## config.mk

```make
export PLATFORM = sky130hd
export DESIGN_NAME = distinct_window_marker_detector_unit
export DESIGN_NICKNAME = d
export VERILOG_FILES = /design/src/dwmd_pkg.sv /design/src/dwmd_core.sv /design/src/distinct_window_marker_detector_unit.sv
export SDC_FILE = /design/constraint.sdc
export NUM_CORES = 1
export LEC_CHECK = 0
export ABC_CLOCK_PERIOD_IN_PS = 5600
export BUFFER_PORTS_ARGS = -buffer_cell sky130_fd_sc_hd__buf_2
export CORE_MARGIN = 3
export CORE_UTILIZATION = 53
export DETAILED_ROUTE_END_ITERATION = 10
export PLACE_DENSITY_LB_ADDON = 0.1
export SYNTH_ARGS = -nofsm -noshare
export SYNTH_HDL_FRONTEND = slang
export SYNTH_HIERARCHICAL = 1
export SYNTH_SLANG_ARGS = --single-unit
```

## constraint.sdc

```tcl
create_clock -name i_clk -period 5.6 [get_ports i_clk]
set_clock_uncertainty 0.1 [all_clocks]
set_input_delay 0.28 -clock i_clk [delete_from_list [all_inputs] [get_ports i_clk]]
set_output_delay 0.28 -clock i_clk [all_outputs]
set_load 0.1 [all_outputs]
```

## src/dwmd_pkg.sv

```systemverilog
`timescale 1ns / 1ps
// ----------------------------------------------------------------------------
// dwmd_pkg
// shared types and fixed constants of the distinct window marker detector
// ----------------------------------------------------------------------------
package dwmd_pkg;

    // fixed field widths
    localparam int SYMBOL_W  = 8;
    localparam int CFG_W     = 4;
    localparam int POS_OUT_W = 16;
    localparam int LETTER_W  = 5;

    // lowercase letter range
    localparam logic [SYMBOL_W-1:0] LETTER_LOW  = 8'd97;
    localparam logic [SYMBOL_W-1:0] LETTER_HIGH = 8'd122;

    // window length after reset, and the smallest usable window
    localparam logic [CFG_W-1:0] WINDOW_RESET = 4'd4;
    localparam logic [CFG_W-1:0] WINDOW_MIN   = 4'd2;

    // one result item
    typedef struct packed {
        logic                 found;
        logic [POS_OUT_W-1:0] marker_position;
    } t_result;

endpackage

```

## src/dwmd_core.sv

```systemverilog
`timescale 1ns / 1ps
// ----------------------------------------------------------------------------
// dwmd_core
// per-stream state: recent letters, distinct run length, letter count
// ----------------------------------------------------------------------------
module dwmd_core #(
    parameter int MAX_WINDOW    = 14,
    parameter int POSITION_BITS = 16
) (
    input  logic                         i_clk,
    input  logic                         i_rst_n,
    input  logic                         i_step,
    input  logic [dwmd_pkg::SYMBOL_W-1:0] i_symbol,
    input  logic                         i_end_of_stream,
    input  logic [dwmd_pkg::CFG_W-1:0]    i_window_length,
    output logic                         o_res_valid,
    output dwmd_pkg::t_result            o_res
);
    import dwmd_pkg::*;

    localparam int RUN_W   = $clog2(MAX_WINDOW + 1);
    localparam int CMP_W   = (RUN_W > CFG_W) ? RUN_W : CFG_W;
    localparam int DEPTH   = MAX_WINDOW - 1;

    // older letters, newest at index 0, held as offsets from 'a'
    logic [LETTER_W-1:0]      r_recent [DEPTH];
    logic [RUN_W-1:0]         r_run;
    logic [RUN_W-1:0]         n_run;
    logic [POSITION_BITS-1:0] r_count;
    logic [POSITION_BITS-1:0] n_count;
    logic                     r_done;

    logic                     is_letter;
    logic                     take;
    logic                     beyond;
    logic                     marker;
    logic                     clear;
    logic [LETTER_W-1:0]      code;
    logic [SYMBOL_W-1:0]      offset;
    logic [DEPTH-1:0]         hit;
    logic [CMP_W-1:0]         win_ext;
    logic [CMP_W-1:0]         win_eff;
    logic [POS_OUT_W-1:0]     pos_out;

    assign is_letter = (i_symbol >= LETTER_LOW) && (i_symbol <= LETTER_HIGH);
    assign take      = i_step && is_letter && !r_done;
    assign clear     = i_step && i_end_of_stream;
    assign offset    = i_symbol - LETTER_LOW;
    assign code      = offset[LETTER_W-1:0];
    assign beyond    = (r_count == {POSITION_BITS{1'b1}});

    // clamp the programmed window length
    assign win_ext = CMP_W'(i_window_length);
    always_comb begin
        if (i_window_length < WINDOW_MIN) begin
            win_eff = CMP_W'(WINDOW_MIN);
        end else if (win_ext > CMP_W'(MAX_WINDOW)) begin
            win_eff = CMP_W'(MAX_WINDOW);
        end else begin
            win_eff = win_ext;
        end
    end

    // matches inside the current distinct run only
    always_comb begin
        for (int j = 0; j < DEPTH; j++) begin
            hit[j] = (r_recent[j] == code) && (RUN_W'(j) < r_run);
        end
    end

    // new run length: distance to the nearest repeat, else one longer up to MAX_WINDOW
    always_comb begin
        if (r_run == RUN_W'(MAX_WINDOW)) begin
            n_run = r_run;
        end else begin
            n_run = r_run + RUN_W'(1);
        end
        for (int j = DEPTH - 1; j >= 0; j--) begin
            if (hit[j]) begin
                n_run = RUN_W'(j + 1);
            end
        end
    end

    assign n_count = beyond ? r_count : r_count + POSITION_BITS'(1);

    assign marker = take && !beyond
                    && (n_count >= POSITION_BITS'(win_eff))
                    && (CMP_W'(n_run) >= win_eff);

    generate
        if (POSITION_BITS >= POS_OUT_W) begin : g_pos_trunc
            assign pos_out = n_count[POS_OUT_W-1:0];
        end else begin : g_pos_ext
            assign pos_out = POS_OUT_W'(n_count);
        end
    endgenerate

    assign o_res_valid           = marker || (clear && !r_done);
    assign o_res.found           = marker;
    assign o_res.marker_position = marker ? pos_out : '0;

    always_ff @(posedge i_clk) begin
        if (take) begin
            r_recent[0] <= code;
            for (int k = 1; k < DEPTH; k++) begin
                r_recent[k] <= r_recent[k-1];
            end
        end
    end

    always_ff @(posedge i_clk) begin
        if (!i_rst_n) begin
            r_run   <= '0;
            r_count <= '0;
            r_done  <= 1'b0;
        end else if (clear) begin
            r_run   <= '0;
            r_count <= '0;
            r_done  <= 1'b0;
        end else if (take) begin
            r_run   <= n_run;
            r_count <= n_count;
            if (marker) begin
                r_done <= 1'b1;
            end
        end
    end

    // a result only comes out of an item being processed
    a_res_needs_step: assert property (@(posedge i_clk) disable iff (!i_rst_n)
        o_res_valid |-> i_step)
        else $error("result without an item");

    // end of stream leaves a clean state
    a_clear_state: assert property (@(posedge i_clk) disable iff (!i_rst_n)
        clear |=> (r_run == '0) && (r_count == '0) && !r_done)
        else $error("state not cleared after end of stream");

    // the distinct run never exceeds the letters counted
    a_run_le_count: assert property (@(posedge i_clk) disable iff (!i_rst_n)
        POSITION_BITS'(r_run) <= r_count)
        else $error("run length above letter count");

    // no second marker in a stream
    a_one_marker: assert property (@(posedge i_clk) disable iff (!i_rst_n)
        r_done |-> !marker)
        else $error("marker after marker");

endmodule

```

## src/distinct_window_marker_detector_unit.sv

```systemverilog
`timescale 1ns / 1ps
// ----------------------------------------------------------------------------
// distinct_window_marker_detector_unit
// finds the first full window of pairwise distinct lowercase letters
// ----------------------------------------------------------------------------
// usage
//   input channel: i_valid / o_stall with i_symbol and i_end_of_stream; an
//   item is taken on a clock edge with i_valid high and o_stall low
//   output channel: o_valid / i_stall with o_found and o_marker_position;
//   an item leaves on an edge with o_valid high and i_stall low
//   config channel: i_cfg_valid / o_cfg_ready with i_cfg_data, the window
//   length; o_cfg_ready is always high, write it only while idle
//   only bytes 'a'..'z' count; a stream gives at most one result item:
//   found with the 1-based letter position, or not found at its last byte
//   path: an item is registered on acceptance; once the result register has
//   room it moves on, and its result, if any, is loaded into the output
//   register that drives o_valid
//   throughput: one item per cycle while no result waits under i_stall;
//   each item updates the distinct run length and letter count in dwmd_core
//   stall: while a result waits under i_stall the input register holds one
//   item and o_stall rises; the items behind it wait at the input
//   reset: synchronous, active low; clears stream state and sets the window
//   length to 4
// ----------------------------------------------------------------------------
module distinct_window_marker_detector_unit #(
    parameter int MAX_WINDOW    = 14,
    parameter int POSITION_BITS = 16
) (
    input  logic                           i_clk,
    input  logic                           i_rst_n,
    // input items
    input  logic                           i_valid,
    output logic                           o_stall,
    input  logic [dwmd_pkg::SYMBOL_W-1:0]  i_symbol,
    input  logic                           i_end_of_stream,
    // result items
    output logic                           o_valid,
    input  logic                           i_stall,
    output logic                           o_found,
    output logic [dwmd_pkg::POS_OUT_W-1:0] o_marker_position,
    // window length register
    input  logic                           i_cfg_valid,
    output logic                           o_cfg_ready,
    input  logic [dwmd_pkg::CFG_W-1:0]     i_cfg_data
);
    import dwmd_pkg::*;

    // input register
    logic                r_in_valid;
    logic [SYMBOL_W-1:0] r_in_symbol;
    logic                r_in_eos;

    // result register
    logic                r_out_valid;
    t_result             r_out;

    // configuration
    logic [CFG_W-1:0]    r_window_length;

    logic                advance;
    logic                res_valid;
    t_result             res;

    // the held item moves on once the result register has room
    assign advance     = r_in_valid && (!r_out_valid || !i_stall);
    assign o_stall     = r_in_valid && !advance;
    assign o_cfg_ready = 1'b1;

    always_ff @(posedge i_clk) begin
        if (!i_rst_n) begin
            r_window_length <= WINDOW_RESET;
        end else if (i_cfg_valid) begin
            r_window_length <= i_cfg_data;
        end
    end

    // input register: refills whenever the held item moves or is empty
    always_ff @(posedge i_clk) begin
        if (!i_rst_n) begin
            r_in_valid <= 1'b0;
        end else if (!o_stall) begin
            r_in_valid <= i_valid;
        end
    end

    always_ff @(posedge i_clk) begin
        if (i_valid && !o_stall) begin
            r_in_symbol <= i_symbol;
            r_in_eos    <= i_end_of_stream;
        end
    end

    dwmd_core #(
        .MAX_WINDOW    (MAX_WINDOW),
        .POSITION_BITS (POSITION_BITS)
    ) u_core (
        .i_clk           (i_clk),
        .i_rst_n         (i_rst_n),
        .i_step          (advance),
        .i_symbol        (r_in_symbol),
        .i_end_of_stream (r_in_eos),
        .i_window_length (r_window_length),
        .o_res_valid     (res_valid),
        .o_res           (res)
    );

    // result register: loads a new result, empties when taken
    always_ff @(posedge i_clk) begin
        if (!i_rst_n) begin
            r_out_valid <= 1'b0;
        end else if (res_valid) begin
            r_out_valid <= 1'b1;
        end else if (!i_stall) begin
            r_out_valid <= 1'b0;
        end
    end

    always_ff @(posedge i_clk) begin
        if (res_valid) begin
            r_out <= res;
        end
    end

    assign o_valid           = r_out_valid;
    assign o_found           = r_out.found;
    assign o_marker_position = r_out.marker_position;

endmodule

```

# [Word level (Yosys, flattened, before mapping)]
# Memory sizes are Yosys's and may differ from the RTL's.
# Cells that the tools add are included.
[totals] reg_bits=53 latchBits=0 ramBits=65 mem_bits_ro=0 input_bits=18 out_inout_bits=20 wordCells=105 memories=1
[mem_list] name="u_core.r_recent" words=13 word_bits=5 read_ports=13 rd_clocked_by_memory_dff=0 write_ports=13 line="dwmd_core.sv:26" rtl="logic [LETTER_W-1:0] r_recent [DEPTH];"
[op_classes] add_sub_neg=3 n_mul=0 n_div=0 magnitude_cmp=19 eq_ne=16 shifts=0 n_mux=21 bitwise=1 n_reduce_logical=34
[op_table] operator="== test 5 bit" count=13
[op_table] operator="two-way mux 4 bit" count=16
[op_table] operator="logical AND 1 bit" count=24
[op_table] operator="< comparator 4 bit (first input constant)" count=5
[op_table] operator="adder 16 x 1 -> 16 bit (second input constant)" count=1
[op_table] operator="== test 16 bit (second input constant)" count=1
[op_table] operator="greater-or-equal comparator 16 x 4 -> 1 bit" count=1
[op_table] operator="< comparator 3 x 4 -> 1 bit (first input constant)" count=4
[op_table] operator="two-way mux 16 bit" count=1
[op_table] operator="greater-or-equal comparator 8 x 7 -> 1 bit (second input constant)" count=1
[op_table] operator="less-or-equal comparator 8 x 7 -> 1 bit (second input constant)" count=1
[op_table] operator="< comparator 1 x 4 -> 1 bit (first input constant)" count=2
[op_table] operator="< comparator 2 x 4 -> 1 bit (first input constant)" count=2
[op_table] operator="zero test 1 bit" count=6
[op_table] operator="subtractor 5 x 1 -> 5 bit (second input constant)" count=1
[op_table] operator="adder 4 x 1 -> 4 bit (second input constant)" count=1
[op_table] operator="== test 4 bit (second input constant)" count=1
[op_table] operator="greater-or-equal comparator 4 bit" count=1
[op_table] operator="> comparator 4 bit (second input constant)" count=1
[op_table] operator="< comparator 4 x 2 -> 1 bit (second input constant)" count=1
[op_table] operator="two-way mux 1 bit" count=4
[op_table] operator="logical OR 1 bit" count=2
[op_table] operator="inequality test 2 x 1 -> 1 bit (second input constant)" count=1
[op_table] operator="AND reduction 2 bit" count=1
[op_table] operator="2 further kinds" count=2

# [Logic depth before layout (Yosys ltp)]
# Gate-level depths: netlist of run 1.
[logic_depth] depth_word=20 ltp_mapped=23

# [Cells and area by module]
# The synthesis of run 1 kept the hierarchy.
[modules_own_cells] module="dwmd_core" n_inst=1 cells_per_inst=536 area_each_um2=5427.7 seq_area_each_um2=2372.3
[modules_own_cells] module="distinct_window_marker_detector_unit" n_inst=1 cells_per_inst=49 area_each_um2=1029.7 seq_area_each_um2=900.9

# [Least setup slack after synthesis of run 1]
# Ideal clock, no wire load.
[synth_path] path_kind="register -> register" start="register r_in_symbol[0]" end="register r_out_valid, in the netlist o_valid" setup_time_ps=120 arrival_time_ps=4593 required_time_ps=5380 slack_ps=787 path_stages_with_launch=23 n_path_buf=3 synth_period_minus_slack_ps=4813 cell_sequence="edfxtp_1 > buf_2 > buf_4 > inv_1 > ha_1 > buf_2 > and3_1 > o21a_1 > a2111oi_1 > nor2_1 > a2111oi_2 > o21ai_1 > and2_1 > ha_1 > nand2b_1 > a21o_1 > a21o_1 > a21oi_1 > nor2_1 > o31ai_2 > o21ai_1 > a21oi_1 > nor2b_1"
[synth_via] elab_chain_cells=20 word_cells_on_any_way=52 cone_classes="add/sub: 1; order compare: 3; eq/ne: 14; mux: 14; reduce/logical: 20"
[synth_lines] item="from (decl)" line="distinct_window_marker_detector_unit.sv:50" rtl="logic [SYMBOL_W-1:0] r_in_symbol;"
[synth_lines] item="from (signal assigned)" line="distinct_window_marker_detector_unit.sv:88" rtl="r_in_symbol <= i_symbol;"
[synth_lines] item="subtractor 5 x 1 -> 5 bit *" line="dwmd_core.sv:48" rtl="assign offset = i_symbol - LETTER_LOW;"
[synth_lines] item="via u_core.offset[0]" line="dwmd_core.sv:39" rtl="logic [SYMBOL_W-1:0] offset;"
[synth_lines] item="== test 5 bit" line="dwmd_core.sv:67" rtl="hit[j] = (r_recent[j] == code) && (RUN_W'(j) < r_run);"
[synth_lines] item="logical AND 1 bit" line="dwmd_core.sv:67"
[synth_lines] item="two-way mux 4 bit (12 in a row)" line="dwmd_core.sv:79" rtl="if (hit[j]) begin"
[synth_lines] item="two-way mux 4 bit *" line="dwmd_core.sv:79"
[synth_lines] item="greater-or-equal comparator 4 bit *" line="dwmd_core.sv:89" rtl="&& (CMP_W'(n_run) >= win_eff);"
[synth_lines] item="logical AND 1 bit *" line="dwmd_core.sv:89"
[synth_lines] item="logical OR 1 bit *" line="dwmd_core.sv:99" rtl="assign o_res_valid = marker || (clear && !r_done);"
[synth_lines] item="via res_valid" line="distinct_window_marker_detector_unit.sv:61" rtl="logic res_valid;"
[synth_lines] item="inequality test 2 x 1 -> 1 bit (no line) / two-way mux 1 bit (equally long branches)"
[synth_lines] item="to (signal assigned)" line="distinct_window_marker_detector_unit.sv:110" rtl="r_out_valid <= 1'b0;"
[synth_lines] item="to (signal assigned)" line="distinct_window_marker_detector_unit.sv:112" rtl="r_out_valid <= 1'b1;"
[synth_lines] item="to (signal assigned)" line="distinct_window_marker_detector_unit.sv:114" rtl="r_out_valid <= 1'b0;"
[synth_lines] item="to (decl)" line="distinct_window_marker_detector_unit.sv:54" rtl="logic r_out_valid;"
# The timed path passes the listed nets; every way through them passes the cells marked *.
# A chain may end at the register's enable or synchronous reset.

# [Final worst setup path of run 1]
[layout_path] start="register r_in_symbol[1]" end="register r_out_valid, in the netlist o_valid"
[layout_via] elab_chain_cells=20 word_cells_on_any_way=52 cone_classes="add/sub: 1; order compare: 3; eq/ne: 14; mux: 14; reduce/logical: 20"
[layout_lines] item="subtractor 5 x 1 -> 5 bit *" line="dwmd_core.sv:48"
[layout_lines] item="via u_core.offset[2]" line="dwmd_core.sv:39"
[layout_lines] item="== test 5 bit" line="dwmd_core.sv:67"
[layout_lines] item="logical AND 1 bit" line="dwmd_core.sv:67"
[layout_lines] item="two-way mux 4 bit (12 in a row)" line="dwmd_core.sv:79"
[layout_lines] item="two-way mux 4 bit *" line="dwmd_core.sv:79"
[layout_lines] item="via u_core.n_run[1]" line="dwmd_core.sv:28" rtl="logic [RUN_W-1:0] n_run;"
[layout_lines] item="greater-or-equal comparator 4 bit *" line="dwmd_core.sv:89"
[layout_lines] item="logical AND 1 bit *" line="dwmd_core.sv:89"
[layout_lines] item="logical OR 1 bit *" line="dwmd_core.sv:99"
[layout_lines] item="via res_valid" line="distinct_window_marker_detector_unit.sv:61"
[layout_lines] item="inequality test 2 x 1 -> 1 bit (no line) / two-way mux 1 bit (equally long branches)"
# Marked as above.

==> results of run 1 <==
[critical path: stages, from the launching register on]
cell and delay [ns]:
edfxtp_1 0.52, inv_1 0.13, ha_2 0.44, xor2_2 0.51, xor2_1 0.19, a2111oi_0 0.57
and3_1 0.31, nor2_1 0.06, a211o_1 0.33, ha_1 0.29, a21o_1 0.15, a21o_1 0.16
a21oi_1 0.19, nor2_1 0.09, o31ai_2 0.21, o21ai_2 0.48, a21oi_1 0.24, nor2b_1 0.06
[Yosys cell counts, types with 5 or more instances]
library cell  count  area share
xor2_1           25       0.034
nor3_1           15       0.012
nand3_1          17       0.013
nor3b_1           5      0.0058
ha_1             15       0.029
a311oi_1          6      0.0081
nor4_1            6      0.0058
inv_1            13      0.0076
o21ai_0           7      0.0054
a21boi_0          5      0.0058
a21oi_1          25       0.019
dfxtp_1          27       0.084
xnor3_1           6       0.021
and3_1           15       0.015
and2_1           11       0.011
a2111oi_0         5      0.0068
o21a_1            7      0.0081
a21o_1            5      0.0058
xnor2_1          42       0.057
mux2i_1          11       0.017
buf_2            12      0.0093
or3_1             7      0.0068
o21ai_1           6      0.0047
nor2_1           49       0.028
nand2_1          40       0.023
edfxtp_1         91        0.42
nor2b_1          11       0.011
a31oi_1           6      0.0058
clkbuf_1         15      0.0087
[sequential cells by signal, summed over array words and instances, names as in the netlist]
signal and count:
o_valid 1, u_core/r_done 1, r_window_length 4, o_marker_position 16, o_found 1, r_in_eos 1, r_in_valid 1, r_in_symbol 8
u_core/r_count 16, u_core/r_recent 65, u_core/r_run 4
[repair_timing]
| action | in CTS | in global routing |
|---|---|---|
| endpoints found under the setup margin | 0 | 18 |
| setup buffers | 0 | 0 |
| hold endpoints to repair | 11 | 0 |
| hold buffers | 12 | 0 |
| resized for setup | 0 | 2 |
[cell type report]
class	count	area, um2
clock buffer	26	532
clock inverter	6	61.3
fill	923	4250
inverter	15	56.3
multi-input combinational	419	2970
sequential	118	3270
tap	143	179
timing repair buffer	53	338
[cell usage in the layout, fill, tap and decap left out, drive strengths merged, types with 7 or more instances in the layout]
cell type / n
edfxtp: 91
nor2: 49
xnor2: 42
buf: 41
nand2: 40
dfxtp: 27
xor2: 26
clkbuf: 26
a21oi: 25
nand3: 17
inv: 17
and3: 16
nor3: 15
ha: 15
o21ai: 13
dlygate4sd3: 12
nor2b: 11
mux2i: 11
and2: 11
a21boi: 8
o21a: 7
or3: 7
nor4: 7
a2111oi: 7
[layer usage]
metal	part of all wire	track usage	wire, um
met1	0.42	0.279	6070
met2	0.49	0.374	7120
met3	0.050	0.0601	724
met4	0.037	0.110	535
met5	0	0	0
[metrics by stage]
step | power [mW] | cells | hold slack (ns) | setup WS, ns
after floorplan | 1.11 | 585 | 0.242 | 0.787
after global placement | 1.15 | 736 | 0.343 | 0.461
after detailed placement | 1.15 | 736 | 0.342 | 0.317
after CTS | 2.23 | 780 | 0.0168 | 0.283
after global routing | 2.28 | 780 | 0.0393 | 0.00582
final | 2.21 | 780 | 0.0325 | 0.442
[power breakdown]
part           internal (mW)  switching [mW]  leakage, nW
Clock                  0.698           0.373        0.295
Combinational         0.0616           0.110         1.34
Sequential             0.953          0.0156         1.03
Total                   1.71           0.498         2.67
[worst max path at each step]
| stage | start | end | depth (start not counted) |
|---|---|---|---|
| 2_1_floorplan | r_in_symbol[0]$_DFFE_PP_ | o_valid$_SDFFE_PN0P_ | 22 |
| 3_3_place_gp | r_in_symbol[1]$_DFFE_PP_ | o_valid$_SDFFE_PN0P_ | 17 |
| 3_5_place_dp | r_in_symbol[1]$_DFFE_PP_ | o_valid$_SDFFE_PN0P_ | 17 |
| 4_1_cts | r_in_symbol[1]$_DFFE_PP_ | o_valid$_SDFFE_PN0P_ | 17 |
| 5_1_grt | r_in_symbol[1]$_DFFE_PP_ | o_valid$_SDFFE_PN0P_ | 17 |
| 6_report | r_in_symbol[1]$_DFFE_PP_ | o_valid$_SDFFE_PN0P_ | 17 |
[cell families (layout without fill, tap and decap cells)]
logic type | Yosys count | after routing
AOI/OAI and AO/OA | 116 | 116
xor gates and xnor gates | 74 | 74
adders and majority gates | 17 | 17
buffers and inverters | 48 | 100
DFF | 118 | 118
muxes | 11 | 11
other | 1 | 1
and+or+nand+nor | 200 | 200
==> results.md, run 1 <==
* Status: finished clean
* RD Place Congestion at 0.927
* Maximum clock frequency at 194 MHz
* Detailed placer's ending HPWL at 10200 um
* Max IR drop VDD at 0.239 mV
* Seq cells post-synth at 118
* Share of cells above drive strength 1 at 0.133
* Xor/xnor cell area share of the yosys netlist at 0.114
* Grt ovf at 0
* # clock sinks at 118
* Inserted Diodes at 0
* Worst reg2reg endpoint: o_valid$_SDFFE_PN0P_
* Hold Crit Depth at 3
* RSZ-0062 raised after global routing: false
* Number of remaining DRC errors at 0
* CP Class: flop to flop
* Crit path required time at 5.80 ns
* Syn Nets at 618
* Simple-gate share of the synthesized area at 0.162
* Cell count after synthesis at 585
* Yosys cell types at 71
* Mean routed wirelength per cell at 18.5 um
* LEAKAGE at 2.67 nW
* Worst-Skew Late Latency at 0.41 ns
* Buffers on Ports at 36
* Routed WL at 14500 um
* Largest family of logic cells by synthesized area: simple AND/OR/NAND/NOR gates
* CP Capture Type: flop
* # setup viols final at 0
* Utilization after layout at 0.635
* Clock tree buffer depth at 2
* Tcrit/Tclk final at 0.921
* Core area at 11700 um2
* R2R cell count at 17
* Vias in the first global route at 4621
* Nets at 657
* Placed cell area at 6690 um2
* Clock slew at reported path FFs at 0.05 ns
* Core Rows at 39
* CTS tree: built
* Setup TNS at 0 ns
* Fin. max-slew vios at 0
* R2r setup slk at 0.44 ns
* Ports at 38
* CTS Root Cell: clkbuf_16
* Worst Hold Launch: i_cfg_data[3]
* Ys async rst share at 0
* Final hold violations at 0
* Critical Path AT at 5.36 ns
* Total vias in the final route at 4646
* Via-per-instance ratio at 5.96
* P&R area growth vs syn at 14.7%
* Pin count of the biggest net entering global routing at 55
* Avg Cell Area, Syn at 11.0 um2
* Max-Cap Viols at 0
* Die area at 13500 um2
* Worst-Margin Slew at 1.10 ns
* Die X at 116 um
* Number of synthesized flops with an enable pin at 91
* CP max FO at 20
* Global Route Usage Sum at 0.228
* First-pass GRT wire length at 23300 um
* PwrDens at 298 nW/um2
* Post-Synth Adder-Cell Area at 0.0322
* Sequential fraction of the synthesis area at 0.507
* Cell area after synthesis at 6460 um2
* Mux cell area share after synthesis at 0.0171
* Top FF cell, synth: edfxtp_1
* Initial Util at 0.554
* Drt first pass iters at 5
* H-tree depth at 4
* Ys Warns at 6
* Rel. slew slack at 0.269
* Min Tclk post-route at 5.16 ns
* Die span in y at 116 um
* Hold path endpoint: r_window_length[3]$_SDFFE_PN0P_
* Initial antenna violation count at 0
* DR iter-0 viols at 320
* CTS buffer count at 17
* Compound-gate portion of the synthesized area at 0.132
* Nature of the critical path startpoint: flop
* Final ANT Viol Nets at 0
* Critical R2R Launch: r_in_symbol[1]$_DFFE_PP_
* Class of the worst hold path: input port to flop
* Final Cell Area at 7410 um2
(Power assumes the default switching activity.)
==> run 2: changes to the inputs <==
ABC_AREA = 1   (was unset)
BUFFER_PORTS_ARGS = -buffer_cell sky130_fd_sc_hd__clkbuf_2   (was -buffer_cell sky130_fd_sc_hd__buf_2)
==> run 2 against run 1 <==
Register-to-register slack gained 0.26 ns. Design area is 5.6% lower. Fmax increased by 5.3%. Sequential power decreased by 0.5%. Total power down 1.1%. First-iteration DRC count fell by 16%. Worst hold slack improved by 0.0075 ns. Largest cell class unchanged. Largest power group unchanged.
==> results.md, run 2 <==
* Ports at 38 (unchanged)
* Final Cell Area at 7000 um2 (was 7410 um2)
* Die area at 12400 um2 (was 13500 um2)
* Syn Nets at 638 (was 618)
* Hold WS at 0.0400 ns (was 0.0325 ns)
* Die span in y at 112 um (was 116 um)
* CP Capture Type: flop (unchanged)
* Most frequent cells in the layout: nand2_1, edfxtp_1, inv_1, nor2_1, clkbuf_2 (was edfxtp_1, nor2_1, xnor2_1, nand2_1, buf_2)
* Drt first pass iters at 5 (unchanged)
* Largest family of logic cells by synthesized area: simple AND/OR/NAND/NOR gates (unchanged)
* Mux cell area share after synthesis at 0 (was 0.0171)
* Critical Path AT at 5.00 ns (was 5.36 ns)
* Core Rows at 37 (was 39)
* Crit path cell chain: buf_4 > inv_1 > ha_1 > inv_1 > nand2_1 > nand2_1 > buf_4 > xor2_1 > a2111oi_0 > buf_4 > nand3_1 > nor2_1 > inv_1 > nand2_1 > inv_1 > ha_1 > a21boi_0 > o21ai_0 > nand2_1 > a21oi_1 > nor2_1 > nand2_4 > o31ai_2 > buf_4 (was inv_1 > ha_2 > xor2_2 > xor2_1 > a2111oi_0 > and3_1 > nor2_1 > a211o_1 > ha_1 > a21o_1 > a21o_1 > a21oi_1 > nor2_1 > o31ai_2 > o21ai_2 > a21oi_1 > nor2b_1)
* Min Tclk post-route at 4.90 ns (was 5.16 ns)
* Seq cells post-synth at 118 (unchanged)
* CTS tree: built (unchanged)
* Maximum clock frequency at 204 MHz (was 194 MHz)
* P&R area growth vs syn at 18.5% (was 14.7%)
* Status: finished clean (unchanged)
* Synth top area share at 0.463 (was 0.423)
* CTS Root Cell: clkbuf_8 (was clkbuf_16)
* DR iter-0 viols at 270 (was 320)
* Utilization after layout at 0.660 (was 0.635)
* Buffers on Ports at 36 (unchanged)
* CTS buffer count at 17 (unchanged)
* CP peak stage delay at 0.58 ns (was 0.57 ns)
* Nature of the critical path startpoint: flop (unchanged)
* Postcts setup bufs at 0 (unchanged)
* PwrDens at 312 nW/um2 (was 298 nW/um2)
* Simple-gate share of the synthesized area at 0.190 (was 0.162)
* Cell count after synthesis at 605 (was 585)
* Final hold violations at 0 (unchanged)
* Max IR drop VDD at 0.294 mV (was 0.239 mV)
* Detailed placer's ending HPWL at 8260 um (was 10200 um)
* Core area at 10600 um2 (was 11700 um2)
* Dpl ws at 0.703 ns (was 0.317 ns)
* Avg Cell Area, Syn at 9.76 um2 (was 11.0 um2)
* Placed cell area at 6200 um2 (was 6690 um2)
* Initial antenna violation count at 0 (unchanged)
* Max FFs per register at 65 (unchanged)
* Number of synthesized flops with an enable pin at 91 (unchanged)
* Vias in the first global route at 4184 (was 4621)
* RD Place Congestion at 0.904 (was 0.927)
* Global Route Usage Sum at 0.203 (was 0.228)
* Class of the worst hold path: input port to flop (unchanged)
* Nets at 702 (was 657)
* Worst-Skew Late Latency at 0.51 ns (was 0.41 ns)
* First-pass GRT wire length at 20100 um (was 23300 um)
* Rel. slew slack at 0.282 (was 0.269)
* Grt ovf at 0 (unchanged)
* # setup viols final at 0 (unchanged)
* Worst-Margin Slew at 1.08 ns (was 1.10 ns)
* Tcrit/Tclk final at 0.875 (was 0.921)
* CP max FO at 20 (unchanged)
* Clock slew at reported path FFs at 0.05 ns (about the same)
* Compound-gate portion of the synthesized area at 0.0809 (was 0.132)
* Largest Register: u_core/r_recent (unchanged)
* Mean routed wirelength per cell at 14.6 um (was 18.5 um)
* # clock sinks at 118 (unchanged)
* Max-Cap Viols at 0 (unchanged)
* Post-synth top cells: nand2_1, edfxtp_1, inv_1, nor2_1, o21ai_0 (was edfxtp_1, nor2_1, xnor2_1, nand2_1, dfxtp_1)
* Ys Warns at 6 (unchanged)
* Sequential fraction of the synthesis area at 0.554 (was 0.507)
* Cell taking the most area after synthesis: edfxtp_1 (unchanged)
* Routed WL at 11900 um (was 14500 um)
* Die X at 112 um (was 116 um)
* Xor/xnor cell area share of the yosys netlist at 0.0695 (was 0.114)
* Pin count of the biggest net entering global routing at 95 (was 55)
* Clock tree buffer depth at 2 (unchanged)
* Total vias in the final route at 4244 (was 4646)
* Share of cells above drive strength 1 at 0.154 (was 0.133)
* Fin. max-slew vios at 0 (unchanged)
* Post-Synth Adder-Cell Area at 0.0318 (was 0.0322)
* CP Class: flop to flop (unchanged)
* Number of remaining DRC errors at 0 (unchanged)
* Commonest non-fill, non-tap cell in the layout: nand2_1 (was edfxtp_1)
* RSZ-0062 raised after global routing: false (unchanged)
* Top FF cell, synth: edfxtp_1 (unchanged)
* Min setup slack post-route at 0.703 ns (was 0.442 ns)
* LEAKAGE at 2.89 nW (was 2.67 nW)
* Crit path required time at 5.70 ns (was 5.80 ns)
* Via-per-instance ratio at 5.19 (was 5.96)
* H-tree depth at 4 (unchanged)
* CP max-delay cell: a2111oi_0 (unchanged)
* Initial Util at 0.557 (was 0.554)
* Final ANT Viol Nets at 0 (unchanged)
* Resized cells post-CTS at 0 (unchanged)
* Dominant cells by area after synthesis: edfxtp_1, dfxtp_1, nand2_1 (was edfxtp_1, dfxtp_1, xnor2_1)
* Most frequent cell after synthesis: nand2_1 (was edfxtp_1)
* Ys async rst share at 0 (unchanged)
* Yosys cell types at 48 (was 71)
* Fillers at 865 (was 923)
* Setup TNS at 0 ns (unchanged)
* Cell area after synthesis at 5910 um2 (was 6460 um2)
* Inserted Diodes at 0 (unchanged)
-- run 2: changes by cell type in the layout (fill, tap and decap cells not counted), moves of 11 or more --
cell	delta
nand2_1	+61
and3_1	-14
inv_1	+71
buf_2	-36
or2_2	+13
xnor2_1	-21
clkbuf_2	+36
nor2b_1	-11
nand4_1	+11
mux2i_1	-11
o21ai_0	+26
-- run 2: final timing paths --
kind	slack [ns]	from	end	cells past startpoint
hold / removal	0.04	i_cfg_valid	r_window_length[0]$_SDFFE_PN0P_	3
setup reg to reg	0.70	r_in_symbol[0]$_DFFE_PP_	o_marker_position[2]$_DFFE_PP_	24
setup / recovery	0.70	r_in_symbol[0]$_DFFE_PP_	o_marker_position[2]$_DFFE_PP_	24
hold reg to reg	0.37	u_core/r_recent[0][38]$_DFFE_PP_	u_core/r_recent[1][3]$_DFFE_PP_	0
-- run 2: metal layers --
metal	vias to the layer above	GRT usage	wire length, um
met2	98	0.310	5290
met3	16	0.0527	596
met1	1974	0.290	5910
met5	-	0	0
met4	0	0.0576	150
li1	2156	-	-
-- run 2: cell families (layout without fill, tap and decap cells) --
group,count (synthesis),after routing
AOI/OAI and AO/OA,82,82
xor gates and xnor gates,46,46
adders and majority gates,15,15
buffers and inverters,103,180
DFF,118,118
other,1,1
and+or+nand+nor,240,240
-- run 2: what timing repair did --
| item | 4_1_cts | 5_1_grt |
|---|---|---|
| hold buffers | 20 | 0 |
| setup endpoints to repair | 0 | 0 |
| hold endpoints to repair | 15 | 0 |
-- run 2: worst max-delay path: cells and delay by family, from the launching register on --
family,cells,cell delay (ns)
compound gates,5,1.00
xor+xnor,1,0.15
fa+ha+maj,2,0.54
buf+inv,8,1.40
flops,1,0.36
simple gates,8,1.03
-- run 2: cell type report --
class                   count  area (um2)  share of cell area
inverters                  86         323              0.0461
flip-flops and latches    118        3270               0.468
multi-input cells         384        2210               0.316
clock buffers              23         467              0.0667
clock inverters             9         125              0.0179
repair buffers             62         425              0.0608
well taps                 136         170              0.0243
-- run 2: where the power goes --
| part | switching [mW] | internal, mW |
|---|---|---|
| sequential | 0.0111 | 0.953 |
| combinational | 0.0954 | 0.0527 |
| clock | 0.364 | 0.709 |
-- run 2: per-stage QoR --
stage	instances	power [mW]
4_1_cts	818	2.20
2_1_floorplan	605	1.09
3_3_place_gp	766	1.12
6_report	818	2.19
3_5_place_dp	766	1.12
5_1_grt	818	2.26
==> run 3: changes to the inputs <==
--- a/config.mk
+++ b/config.mk
@@ -13,3 +13,3 @@
 export DETAILED_ROUTE_END_ITERATION = 10
-export PLACE_DENSITY_LB_ADDON = 0.1
+export PLACE_DENSITY_LB_ADDON = 0.08
 export SYNTH_ARGS = -nofsm -noshare
--- a/constraint.sdc
+++ b/constraint.sdc
@@ -4,2 +4,2 @@
 set_output_delay 0.28 -clock i_clk [all_outputs]
-set_load 0.1 [all_outputs]
+set_load 0.02 [all_outputs]
==> run 3 against run 2 <==
Global-route usage grew 0.64 points. Fmax shrank 1.3%. Via count grew 0.66%. Sequential power is essentially flat. Die area is the same. Highest routed layer unchanged.
==> results.md, run 3 (same netlist as run 2, synthesis figures left out) <==
* Status: finished clean (unchanged)
* Final Total Pwr at 2.08 mW (was 2.19 mW)
* Total vias in the final route at 4272 (was 4244)
* Worst reg2reg endpoint: o_valid$_SDFFE_PN0P_ (was o_marker_position[2]$_DFFE_PP_)
* Hold path endpoint: u_core/r_done$_SDFFE_PP0P_ (was r_window_length[0]$_SDFFE_PN0P_)
* Grt ovf at 0 (unchanged)
* Most frequent CP cell: nand2_1
* Crit path required time at 5.90 ns (was 5.70 ns)
* CP Capture Type: flop (unchanged)
* DR iter-0 viols at 323 (was 270)
* Min Tclk post-route at 4.96 ns (was 4.90 ns)
* Commonest non-fill, non-tap cell in the layout: nand2_1 (unchanged)
* Worst Path Buf+Inv at 4 (was 8)
* Max FFs per register at 65 (unchanged)
* Vias in the first global route at 4191 (was 4184)
* Crit path launch: r_in_symbol[0]$_DFFE_PP_ (unchanged)
* Die X at 112 um (unchanged)
* # setup viols final at 0 (unchanged)
* Cts hold-fix bufs at 22 (was 20)
* CP max-delay cell: ha_1 (was a2111oi_0)
* First-pass GRT wire length at 20400 um (was 20100 um)
* P&R area growth vs syn at 17.7% (was 18.5%)
* Number of remaining DRC errors at 0 (unchanged)
* Postcts setup bufs at 0 (unchanged)
* Hold Crit Depth at 3 (unchanged)
* Global Route Usage Sum at 0.210 (was 0.203)
* Core area at 10600 um2 (unchanged)
* CP peak stage delay at 0.75 ns (was 0.58 ns)
* LEAKAGE at 2.87 nW (was 2.89 nW)
* CTS buffer count at 17 (unchanged)
* Pin count of the biggest net entering global routing at 95 (unchanged)
* Worst-Skew Late Latency at 0.52 ns (was 0.51 ns)
* Drt first pass iters at 5 (unchanged)
* Share of cells above drive strength 1 at 0.148 (was 0.154)
* R2R cell count at 25 (was 24)
* Non-filler instance count after layout at 819 (was 818)
* Nets at 703 (was 702)
* Buffers on Ports at 36 (unchanged)
* Max IR drop VDD at 0.232 mV (was 0.294 mV)
* RD Place Congestion at 0.914 (was 0.904)
* Hold WS at 0.157 ns (was 0.0400 ns)
* Clock tree buffer depth at 2 (unchanged)
* Core Rows at 37 (unchanged)
* Final ANT Viol Nets at 0 (unchanged)
* Worst Hold Launch: i_rst_n (was i_cfg_valid)
* Die span in y at 112 um (unchanged)
* CP max FO at 20 (unchanged)
* Detailed placer's ending HPWL at 8380 um (was 8260 um)
* R2r setup slk at 0.64 ns (was 0.70 ns)
* CTS tree: built (unchanged)
* PwrDens at 300 nW/um2 (was 312 nW/um2)
* Resized cells post-CTS at 0 (unchanged)
* H-tree depth at 4 (unchanged)
* Placed insts at 765 (was 766)
* Critical Path AT at 5.26 ns (was 5.00 ns)
* Crit path max-delay family: simple AND/OR/NAND/NOR gates (was buffers and inverters)
* Die area at 12400 um2 (unchanged)
* CTS Root Cell: clkbuf_8 (unchanged)
* RSZ-0062 raised after global routing: false (unchanged)
* Maximum clock frequency at 202 MHz (was 204 MHz)
* Nature of the critical path startpoint: flop (unchanged)
* Clock slew at reported path FFs at 0.06 ns (was 0.05 ns)
* Initial Util at 0.557 (unchanged)
* Utilization after layout at 0.656 (was 0.660)
* Final hold violations at 0 (unchanged)
* Class of the worst hold path: input port to flop (unchanged)
* Most frequent cells in the layout: nand2_1, edfxtp_1, inv_1, nor2_1, clkbuf_2 (unchanged)
* Via-per-instance ratio at 5.22 (was 5.19)
* Tcrit/Tclk final at 0.886 (was 0.875)
* Worst-Margin Slew at 1.08 ns (about the same)
* Largest Register: u_core/r_recent (unchanged)
* Initial antenna violation count at 0 (unchanged)
* Inserted Diodes at 0 (unchanged)
* Fin. max-slew vios at 0 (unchanged)
* Setup TNS at 0 ns (unchanged)
* Rel. slew slack at 0.278 (was 0.282)
* Max-Cap Viols at 0 (unchanged)
* Critical R2R Launch: r_in_symbol[0]$_DFFE_PP_ (unchanged)
* Routed WL at 12200 um (was 11900 um)
* CP Class: flop to flop (unchanged)
* Mean routed wirelength per cell at 14.9 um (was 14.6 um)
* Ports at 38 (unchanged)
* # clock sinks at 118 (unchanged)
run 3: area by class of cell:
| cell class | instances | area, um2 |
|---|---|---|
| Fill cell | 860 | 3650 |
| Inverter | 86 | 323 |
| Clock buffer | 20 | 425 |
| Multi-Input combinational cell | 384 | 2210 |
| Timing Repair Buffer | 63 | 438 |
| Tap cell | 136 | 170 |
| Clock inverter | 12 | 111 |
| Sequential cell | 118 | 3270 |
run 3: routing by layer:
layer,wire (um),share of wire,global-route usage,vias to the layer above
li1,-,-,-,2154
met1,6110,0.50,0.305,1985
met2,5310,0.43,0.303,120
met3,661,0.054,0.0571,13
met4,160,0.013,0.0746,0
met5,0,0,0,-
run 3: worst reg2reg max path, cell delays in order (launching register included):
cell	delay, ns
edfxtp_1	0.32
buf_4	0.25
inv_1	0.16
ha_1	0.75
o221ai_1	0.25
nor3_1	0.30
nand3_1	0.09
or2_2	0.29
and2_1	0.17
nand2_1	0.06
nand2_1	0.04
nand2_1	0.05
nand2_1	0.05
nand2_1	0.07
inv_1	0.04
ha_1	0.27
a21boi_0	0.11
o21ai_0	0.14
nand2_1	0.06
a21oi_1	0.13
nor2_1	0.09
nand2_4	0.19
o31ai_2	0.11
a21oi_1	0.12
nor2_1	0.05
dlygate4sd3_1	0.55
run 3: worst max-delay path by stage:
stage / slack, ns / to / cells past startpoint
CTS: 0.65 / o_valid$_SDFFE_PN0P_ / 25
finish: 0.64 / o_valid$_SDFFE_PN0P_ / 25
global route: 0.14 / o_valid$_SDFFE_PN0P_ / 25
floorplan: 1.54 / o_found$_DFFE_PP_ / 25
global placement: 1.04 / o_marker_position[10]$_DFFE_PP_ / 23
detailed placement: 0.94 / o_marker_position[12]$_DFFE_PP_ / 23
run 3: where the power goes:
part	switching, mW	internal, mW
Combinational	0.0780	0.0534
Sequential	0.0114	0.953
Clock	0.365	0.622
run 3: stage by stage:
step                      worst slack [ns]  instance area [um2]
after floorplan                       1.54                 5910
after global placement                1.04                 6200
after detailed placement             0.938                 6200
after CTS                            0.655                 6950
after global routing                 0.144                 6950
final                                0.638                 6950
